--- src/rtl/reed_solomon_parity_encoder_macros.svh ---
// Assertion macros shared by the Reed-Solomon parity encoder RTL.
`ifndef REED_SOLOMON_PARITY_ENCODER_MACROS_SVH
`define REED_SOLOMON_PARITY_ENCODER_MACROS_SVH

// Same-cycle implication, checked outside reset.
`define RSP_ASSERT_NOW(label, clk, rstn, ante, cons, msg) \
    label: assert property (@(posedge clk) disable iff (!(rstn)) (ante) |-> (cons)) \
        else $error(msg);

// Next-cycle implication, checked outside reset.
`define RSP_ASSERT_NEXT(label, clk, rstn, ante, cons, msg) \
    label: assert property (@(posedge clk) disable iff (!(rstn)) (ante) |=> (cons)) \
        else $error(msg);

`endif

--- src/rtl/rsp_pkg.sv ---
// Package with GF(256) arithmetic, generator coefficients and shared types of the RS encoder.
package rsp_pkg;

    localparam int SYM_W      = 8;
    localparam int MAX_PARITY = 64;
    localparam logic [SYM_W:0] GF_POLY = 9'h11d;

    typedef logic [SYM_W-1:0] sym_t;

    // Control handed from the sequencer to every parity cell.
    typedef struct packed {
        logic en;
        sym_t fb;
    } ctrl_t;

    // GF(256) product, shift-and-add with reduction by the field polynomial.
    function automatic sym_t gf_mul(input sym_t a, input sym_t b);
        logic [SYM_W:0] x;
        sym_t           acc;
        x   = {1'b0, a};
        acc = '0;
        for (int k = 0; k < SYM_W; k++) begin
            if (b[k]) begin
                acc = acc ^ x[SYM_W-1:0];
            end
            x = {x[SYM_W-1:0], 1'b0};
            if (x[SYM_W]) begin
                x = x ^ GF_POLY;
            end
        end
        return acc;
    endfunction

    // Coefficient idx of the generator polynomial with roots alpha^1 .. alpha^count.
    // Evaluated at elaboration only.
    function automatic sym_t gen_coef(input int count, input int idx);
        sym_t g [0:MAX_PARITY];
        sym_t root;
        for (int k = 0; k <= MAX_PARITY; k++) begin
            g[k] = '0;
        end
        g[0] = sym_t'(1);
        root = sym_t'(1);
        for (int i = 1; i <= MAX_PARITY; i++) begin
            if (i <= count) begin
                root = gf_mul(root, sym_t'(2));
                g[i] = sym_t'(1);
                for (int j = MAX_PARITY - 1; j > 0; j--) begin
                    if (j < i) begin
                        g[j] = g[j-1] ^ gf_mul(g[j], root);
                    end
                end
                g[0] = gf_mul(g[0], root);
            end
        end
        return g[idx];
    endfunction

endpackage

--- src/rtl/reed_solomon_parity_encoder.sv ---
// Output: a data symbol is registered and appears on the master side in the cycle after its request is accepted.
// Throughput: one symbol per cycle while m_tready does not stall the output; after the request marked tlast,
// PARITY_COUNT parity symbols follow, one per cycle under the same condition, with s_tready low. The drain length
// is set by the drain counter; the cell chain shifts out one entry per parity symbol sent.
// Reset: synchronous active-low aresetn clears the cells, the drain counter and m_tvalid.
`include "reed_solomon_parity_encoder_macros.svh"

module reed_solomon_parity_encoder #(
    parameter int PARITY_COUNT = 16
) (
    input  logic       aclk,
    input  logic       aresetn,
    input  logic       s_tvalid,
    output logic       s_tready,
    input  logic [7:0] s_tdata,   // [7:0] data_symbol
    input  logic       s_tlast,   // end_of_block
    output logic       m_tvalid,
    input  logic       m_tready,
    output logic [7:0] m_tdata,   // [7:0] code_symbol
    output logic       m_tuser,   // [0] is_parity
    output logic       m_tlast    // final_symbol
);
    import rsp_pkg::*;

    localparam int CNT_W = $clog2(PARITY_COUNT + 1);

    // Parity entries, entry 0 being the head of the shift register.
    sym_t  chain [0:PARITY_COUNT-1];
    ctrl_t ctrl;

    // Output register and drain counter.
    logic             m_valid_reg, m_valid_next;
    sym_t             m_data_reg,  m_data_next;
    logic             m_parity_reg, m_parity_next;
    logic             m_last_reg,  m_last_next;
    logic [CNT_W-1:0] drain_cnt_reg, drain_cnt_next;

    logic advance;
    logic draining;
    logic s_accept;
    logic chain_zero;

    // The output register can take a new symbol when it is empty or being emptied.
    assign advance  = !m_valid_reg || m_tready;
    assign draining = (drain_cnt_reg != '0);
    assign s_tready = advance && !draining;
    assign s_accept = s_tvalid && s_tready;

    // Each cell takes the entry of its upper neighbor XOR its coefficient times the feedback.
    // The top cell has nothing above it. During the parity drain the feedback is forced to
    // zero, which turns the chain into a plain shift register that empties itself.
    generate
        for (genvar j = 0; j < PARITY_COUNT; j++) begin : g_cell
            sym_t shift_in;
            if (j == PARITY_COUNT - 1) begin : g_top
                assign shift_in = '0;
            end else begin : g_mid
                assign shift_in = chain[j+1];
            end
            rsp_cell #(
                .COEF (gen_coef(PARITY_COUNT, PARITY_COUNT - 1 - j))
            ) u_cell (
                .aclk       (aclk),
                .aresetn    (aresetn),
                .ctrl       (ctrl),
                .shift_in   (shift_in),
                .parity_out (chain[j])
            );
        end
    endgenerate

    always_comb begin
        m_valid_next   = m_valid_reg;
        m_data_next    = m_data_reg;
        m_parity_next  = m_parity_reg;
        m_last_next    = m_last_reg;
        drain_cnt_next = drain_cnt_reg;
        ctrl.en        = 1'b0;
        ctrl.fb        = '0;
        if (s_accept) begin
            // Data symbol passes through while the cells absorb its feedback term.
            m_valid_next  = 1'b1;
            m_data_next   = s_tdata;
            m_parity_next = 1'b0;
            m_last_next   = 1'b0;
            ctrl.en       = 1'b1;
            ctrl.fb       = s_tdata ^ chain[0];
            if (s_tlast) begin
                drain_cnt_next = CNT_W'(PARITY_COUNT);
            end
        end else if (advance && draining) begin
            // Parity symbols leave head first; the last one carries tlast.
            m_valid_next   = 1'b1;
            m_data_next    = chain[0];
            m_parity_next  = 1'b1;
            m_last_next    = (drain_cnt_reg == CNT_W'(1));
            ctrl.en        = 1'b1;
            drain_cnt_next = drain_cnt_reg - CNT_W'(1);
        end else if (advance) begin
            m_valid_next = 1'b0;
        end
    end

    always_ff @(posedge aclk) begin
        if (!aresetn) begin
            m_valid_reg   <= 1'b0;
            drain_cnt_reg <= '0;
        end else begin
            m_valid_reg   <= m_valid_next;
            drain_cnt_reg <= drain_cnt_next;
        end
    end

    always_ff @(posedge aclk) begin
        m_data_reg   <= m_data_next;
        m_parity_reg <= m_parity_next;
        m_last_reg   <= m_last_next;
    end

    assign m_tvalid = m_valid_reg;
    assign m_tdata  = m_data_reg;
    assign m_tuser  = m_parity_reg;
    assign m_tlast  = m_last_reg;

    // True when every cell holds zero, as it must once a codeword is fully drained.
    always_comb begin
        chain_zero = 1'b1;
        for (int k = 0; k < PARITY_COUNT; k++) begin
            if (chain[k] != '0) begin
                chain_zero = 1'b0;
            end
        end
    end

    // A block end starts a drain of exactly PARITY_COUNT parity symbols.
    `RSP_ASSERT_NEXT(a_drain_start, aclk, aresetn, s_accept && s_tlast, drain_cnt_reg == CNT_W'(PARITY_COUNT), "drain did not start with full count")
    // When the final parity symbol is presented the cells are already clear for the next block.
    `RSP_ASSERT_NOW(a_chain_clear, aclk, aresetn, m_tvalid && m_tlast, chain_zero && !draining, "parity cells not clear at end of codeword")
    // The end of a codeword is always a parity symbol.
    `RSP_ASSERT_NOW(a_last_is_parity, aclk, aresetn, m_tvalid && m_tlast, m_tuser, "final symbol not marked as parity")

endmodule

--- src/rtl/rsp_cell.sv ---
// One parity cell: holds one register entry and takes its neighbor's entry plus a constant multiple of the feedback.
module rsp_cell #(
    parameter logic [7:0] COEF = 8'h01
) (
    input  logic           aclk,
    input  logic           aresetn,
    input  rsp_pkg::ctrl_t ctrl,
    input  rsp_pkg::sym_t  shift_in,
    output rsp_pkg::sym_t  parity_out
);
    import rsp_pkg::*;

    sym_t parity_reg;
    sym_t parity_next;

    assign parity_next = shift_in ^ gf_mul(ctrl.fb, COEF);

    always_ff @(posedge aclk) begin
        if (!aresetn) begin
            parity_reg <= '0;
        end else if (ctrl.en) begin
            parity_reg <= parity_next;
        end
    end

    assign parity_out = parity_reg;

endmodule
--- config.mk ---
export PLATFORM = sky130hd
export DESIGN_NAME = reed_solomon_parity_encoder
export DESIGN_NICKNAME = d
export VERILOG_FILES = /design/src/rtl/rsp_pkg.sv /design/src/rtl/reed_solomon_parity_encoder.sv /design/src/rtl/rsp_cell.sv
export VERILOG_INCLUDE_DIRS = /design/src /design/src/rtl
export SDC_FILE = /design/constraint.sdc
export NUM_CORES = 1
export LEC_CHECK = 0
export BUFFER_PORTS_ARGS = -buffer_cell sky130_fd_sc_hd__buf_4
export CAP_MARGIN = 30
export CORE_UTILIZATION = 68
export CTS_CLUSTER_SIZE = 10
export DETAILED_ROUTE_END_ITERATION = 8
export PLACE_DENSITY = 0.86
export SLEW_MARGIN = 15
export SYNTH_ARGS = -nofsm -noshare
export SYNTH_HDL_FRONTEND = slang
export SYNTH_SLANG_ARGS = --single-unit
--- constraint.sdc ---
create_clock -name aclk -period 5.8 [get_ports aclk]
set_clock_uncertainty 0.05 [all_clocks]
set_input_delay 0.58 -clock aclk [delete_from_list [all_inputs] [get_ports aclk]]
set_output_delay 0.58 -clock aclk [all_outputs]
set_load 0.01 [all_outputs]
# Word level (Yosys, flattened, before mapping)
# Cells that the tools add are included.
[totals] inputBits=13 reg_bits=144
[classes] eq_ne=2 bitwise=59 n_reduce_logical=10 add_sub_neg=1 n_mux=18
[op_table] cell="XOR 8 bit" n=52
[op_table] cell="2-to-1 mux 5 bit" n=10
[op_table] cell="NOT 4 bit" n=7
[op_table] cell="2-to-1 mux 8 bit" n=3
[op_table] cell="equality test 5 x 1 -> 1 bit, second input constant" n=1
[op_table] cell="2-to-1 mux 1 bit" n=5
[op_table] cell="nonzero test 5 bit" n=1
[op_table] cell="subtractor 5 x 1 -> 5 bit, second input constant" n=1
[op_table] cell="logical AND 1 bit" n=3
[op_table] cell="nonzero test 3 bit" n=1
[op_table] cell="logical NOT 1 bit" n=2
[op_table] cell="!= test 2 bit, second input constant" n=1
[op_table] cell="AND reduction 2 bit" n=1
[op_table] cell="nonzero test 2 bit" n=1
[op_table] cell="logical OR 1 bit" n=1

# Depth between registers and ports, before layout
[depth] word_depth=21 mapped_depth=11

# Modules after synthesis
# A second synthesis with hierarchy kept.
[unflattened] hier_cells=894 area_unflattened_um2=9565.4
[by_module_without_submodules] mod="reed_solomon_parity_encoder" instances=1 cells_per_inst=83 area_each_um2=899.6
[by_module_without_submodules] mod="rsp_cell (g_cell[4].u_cell)" instances=1 cells_per_inst=57 area_each_um2=618.1
[by_module_without_submodules] mod="rsp_cell (g_cell[10].u_cell)" instances=1 cells_per_inst=55 area_each_um2=609.3
[by_module_without_submodules] mod="rsp_cell (g_cell[5].u_cell)" instances=1 cells_per_inst=56 area_each_um2=574.3
[by_module_without_submodules] mod="rsp_cell (g_cell[2].u_cell)" instances=1 cells_per_inst=51 area_each_um2=565.5
[by_module_without_submodules] mod="rsp_cell (g_cell[3].u_cell)" instances=1 cells_per_inst=58 area_each_um2=563.0
[by_module_without_submodules] mod="rsp_cell (g_cell[6].u_cell)" instances=1 cells_per_inst=57 area_each_um2=556.8
[by_module_without_submodules] mod="rsp_cell (g_cell[1].u_cell)" instances=1 cells_per_inst=50 area_each_um2=555.5
[by_module_without_submodules] mod="rsp_cell (g_cell[11].u_cell)" instances=1 cells_per_inst=46 area_each_um2=553.0
[by_module_without_submodules] mod="rsp_cell (g_cell[0].u_cell)" instances=1 cells_per_inst=46 area_each_um2=528.0
[by_module_without_submodules] mod="rsp_cell (g_cell[7].u_cell)" instances=1 cells_per_inst=46 area_each_um2=526.8
[by_module_without_submodules] mod="rsp_cell (g_cell[14].u_cell)" instances=1 cells_per_inst=51 area_each_um2=523.0
[by_module_without_submodules] mod="rsp_cell (g_cell[9].u_cell)" instances=1 cells_per_inst=51 area_each_um2=521.8
[by_module_without_submodules] mod="rsp_cell (g_cell[13].u_cell)" instances=1 cells_per_inst=48 area_each_um2=516.7
[by_module_without_submodules] mod="3 more rows"

# Worst setup path after synthesis
# OpenSTA, ideal clock, no wires.
[synth_path] path_kind="input to register" startpoint="in s_tdata[4]" endpoint="reg g_cell[0].u_cell.parity_reg[2]" t_arrival_ns=2.591 cell_stages=8 setup_slack_ns=3.097 t_required_ns=5.688 path_cell_list="buf_2 xor2_1 xnor3_1 xnor2_1 xnor2_1 nand2_1 or3_1 nand3_1"
[synth_between] elab_chain_cells=8
[synth_rtl] element="start: declaration" line="reed_solomon_parity_encoder.sv:15" source="input logic [7:0] s_tdata,"
[synth_rtl] element="XOR 8 bit *" line="reed_solomon_parity_encoder.sv:87" source="ctrl.fb = s_tdata ^ chain[0];"
[synth_rtl] element="2-to-1 mux 8 bit *" line="reed_solomon_parity_encoder.sv:80" source="if (s_accept) begin"
[synth_rtl] element="2-to-1 mux 5 bit *" line="rsp_pkg.sv:27" source="if (x[SYM_W]) begin"
[synth_rtl] element="2-to-1 mux 5 bit" line="rsp_pkg.sv:27"
[synth_rtl] element="NOT 4 bit (no source line)"
[synth_rtl] element="2-to-1 mux 5 bit" line="rsp_pkg.sv:27"
[synth_rtl] element="XOR 8 bit *" line="rsp_pkg.sv:24" source="acc = acc ^ x[SYM_W-1:0];"
[synth_rtl] element="XOR 8 bit *" line="rsp_cell.sv:16" source="assign parity_next = shift_in ^ gf_mul(ctrl.fb, COEF);"
[synth_rtl] element="end signal: assignment" line="rsp_cell.sv:22" source="parity_reg <= parity_next;"
[synth_rtl] element="end: declaration" line="rsp_cell.sv:13" source="sym_t parity_reg;"
# Mark *: on every way between the ends. The rest lies on a longest branch, timed or not.
# A chain may end at the register's enable or synchronous reset.

# Final worst setup path
[layout_path] startpoint="reg drain_cnt_reg[2]" endpoint="reg g_cell[0].u_cell.parity_reg[7]"
[layout_between] elab_chain_cells=13
[layout_rtl] element="start: declaration" line="reed_solomon_parity_encoder.sv:36" source="logic [CNT_W-1:0] drain_cnt_reg, drain_cnt_next;"
[layout_rtl] element="start signal: assignment" line="reed_solomon_parity_encoder.sv:110" source="drain_cnt_reg <= drain_cnt_next;"
[layout_rtl] element="nonzero test 5 bit *" line="reed_solomon_parity_encoder.sv:45" source="assign draining = (drain_cnt_reg != '0);"
[layout_rtl] element="logical NOT 1 bit" line="reed_solomon_parity_encoder.sv:46" source="assign s_tready = advance && !draining;"
[layout_rtl] element="logical AND 1 bit" line="reed_solomon_parity_encoder.sv:46"
[layout_rtl] element="logical AND 1 bit" line="reed_solomon_parity_encoder.sv:47" source="assign s_accept = s_tvalid && s_tready;"
[layout_rtl] element="2-to-1 mux 8 bit" line="reed_solomon_parity_encoder.sv:80"
[layout_rtl] element="NOT 4 bit (no source line)"
[layout_rtl] element="2-to-1 mux 5 bit" line="rsp_pkg.sv:27"
[layout_rtl] element="NOT 4 bit (no source line)"
[layout_rtl] element="2-to-1 mux 5 bit" line="rsp_pkg.sv:27"
[layout_rtl] element="NOT 4 bit (no source line)"
[layout_rtl] element="2-to-1 mux 5 bit" line="rsp_pkg.sv:27"
[layout_rtl] element="XOR 8 bit" line="rsp_pkg.sv:24"
[layout_rtl] element="XOR 8 bit" line="rsp_cell.sv:16"
# Marks and branches as above.

==> qor.yml <==
cells_and_area:
  largest_register_ffs: 128
  area_delta_synth_final_pct: 10.89
  multi_input_area_um2: 4900
  antenna_cells: 0
  seq_area_um2: 2963
  layout-drive-gt1-share: 0.1074
  nNetsFinal: 906
  fillCellCount: 744
logic_synthesis:
  ys_top_cells_by_area: "dfxtp_1 (34%), xnor2_1 (17%), nor2_1 (7.9%)"
  synth_top_cells_by_count: "nor2_1 (170), xnor2_1 (156), dfxtp_1 (136)"
  ys_ff_latch: 144
  synth_ff_type: "dfxtp_1"
  synthArstFlopShare: 0
  yosysUniqueCellTypes: 41
  syn-num-nets: 915
  synth_top_cell_area_share: 0.3352
  yosysWarnings: 0
  netlist_area_um2: 8123
  synth_most_common_cell: "nor2_1"
  postSynthAreaPerCell_um2: 9.035
  synth_edf_count: 8
  seq_area_frac_synth: 0.3648
  synthCells: 899
  yosysTopAreaCell: "dfxtp_1"
sta:
  min_period_over_period: 0.6579
  tns_ns: 0
  maxSlewHeadroom: 0.3257
  max_freq_mhz: 262.1
  final_hold_viol_count: 0
  slew_violations: 0
  layout_min_cycle_time_ns: 3.816
  rsz0062_at_grt: "no"
  tightest_slew_ns: 1.004
  setup_viol: 0
clock_tree:
  insertion_delay_ns: 0.43
  cts.path.max_buffers: 2
  cts_resized: 0
  cts-root-buf: "clkbuf_16"
  post_cts_buffers: 0
  cts_sinks: 144
  cts_tree: "yes"
  clk_pin_slew_ns: 0.06
  numCtsBuffers: 17
  cts_hold_buf: 0
  htree_levels: 4
drt:
  routed_wl_mm: 20.84
  vias_per_cell: 6.207
  ant_nets: 0
  dr_total_vias: 6492
  avgRoutedWirePerCell_um: 19.92
  drt_iter0_markers: 798
  drc_errors: 2
  first_pass_iters: 8
global_routing:
  grt_use_total: 0.3470
  grt_max_degree: 151
  grt_pass1_vias: 6230
  overflow: 0
  grt_pass1_wl_mm: 32.78
  antenna_found_initial: 0
floorplanning:
  die_y_um: 111.3
  fp-row-count: 39
  initial_core_util: 0.7053
  die_w_um: 111.3
  core_um2: 11520
  num_io_pins: 25
  dieArea_um2: 12390
placed_design:
  numPortBuffers: 24
  hpwl_mm: 13.11
  gp_congestion: 0.9326
critical_path:
  crit_required_ns: 6.06
  max_stage_delay_ns: 0.59
  cp-start-kind: "flip-flop"
  critPathMaxFanout: 105
  crit_slowest_cell: "buf_4"
  critPathKind: "reg2reg"
  critical_path_arrival_ns: 4.07
  endpoint_kind: "flip-flop"
  path_cells: "nor3_1 -> and3_1 -> and2_1 -> buf_4 -> nor2_2 -> buf_4 -> inv_6 -> buf_16 -> buf_4 -> nor2_1 -> a311oi_1"
  cp_common_cell: "buf_4"
worst_hold_path:
  hold_path_class: "in2reg"
run_status:
  violations: "design-rule violations"
  outcome: "finished with violations"
job:
  maxCapViolCount: 0
==> through the flow <==
stage	hold slack (ns)	instance area (um2)	util	std cells	setup WS, ns
floorplan	0.3870	8123	-	899	3.097
global placement	0.3971	8288	0.7197	1011	2.243
detailed placement	0.4023	8335	0.7238	1013	2.107
CTS	0.3538	8980	0.7798	1045	1.988
global route	0.3889	9007	0.7822	1046	1.758
finish	0.3734	9007	0.7822	1046	1.984
==> placed cells by master (no fill, tap or decap), drive strengths merged, types with 8 or more instances in the layout <==
master | Yosys | final
a211oi | 74 | 74
a21oi | 34 | 34
buf | 10 | 32
clkbuf | 50 | 23
dfxtp | 136 | 136
edfxtp | 8 | 8
nand2 | 60 | 60
nand3 | 14 | 14
nor2 | 175 | 175
o21ai | 30 | 30
or3 | 10 | 10
xnor2 | 176 | 176
xnor3 | 14 | 14
xor2 | 47 | 47
==> routing by layer <==
metal	track usage	vias to the layer above	wire, um
met4	0.1712	0	890
met3	0.08803	74	1826
met1	0.4260	3078	8097
met5	0	-	0
met2	0.5671	336	10020
li1	-	3004	-
==> cells by family after synthesis <==
logic type,after synthesis,synth area share
AO/OA/AOI/OAI,167,0.1357
XOR/XNOR,238,0.3193
adder cells (fa/ha/maj),3,0.004622
buffers and inverters,66,0.03204
flip-flops,144,0.3648
AND/OR/NAND/NOR,281,0.1436
==> critical path: cells and delay by family (launching register included) <==
family                 cells  cell delay [ns]
buffers and inverters      5             1.86
AND/OR/NAND/NOR            5             0.95
AO/OA/AOI/OAI              1             0.37
flip-flops                 1             0.34
==> final timing paths <==
check / start / end / slack [ns] / depth (start not counted)
worst max-delay path: drain_cnt_reg[2]$_SDFFE_PN0P_ / g_cell[0].u_cell.parity_out[7]$_SDFFE_PN0P_ / 1.98 / 11
worst min-delay path: s_tvalid / m_tvalid$_SDFFE_PN0P_ / 0.37 / 3
worst max register to register: drain_cnt_reg[2]$_SDFFE_PN0P_ / g_cell[0].u_cell.parity_out[7]$_SDFFE_PN0P_ / 1.98 / 11
worst min register to register: m_tlast$_SDFFE_PN0P_ / m_tlast$_SDFFE_PN0P_ / 0.41 / 2
==> layout make-up <==
class | count | share of cell area
multi-input combinational | 689 | 0.5440
clock inverter | 9 | 0.01389
timing repair buffer | 32 | 0.03250
clock buffer | 23 | 0.05765
sequential | 144 | 0.3289
tap | 143 | 0.01986
inverter | 6 | 0.003195
Power is left out: the tool's default activity adds up to more than one toggle a clock period on the data nets, which glitch-free logic cannot reach.
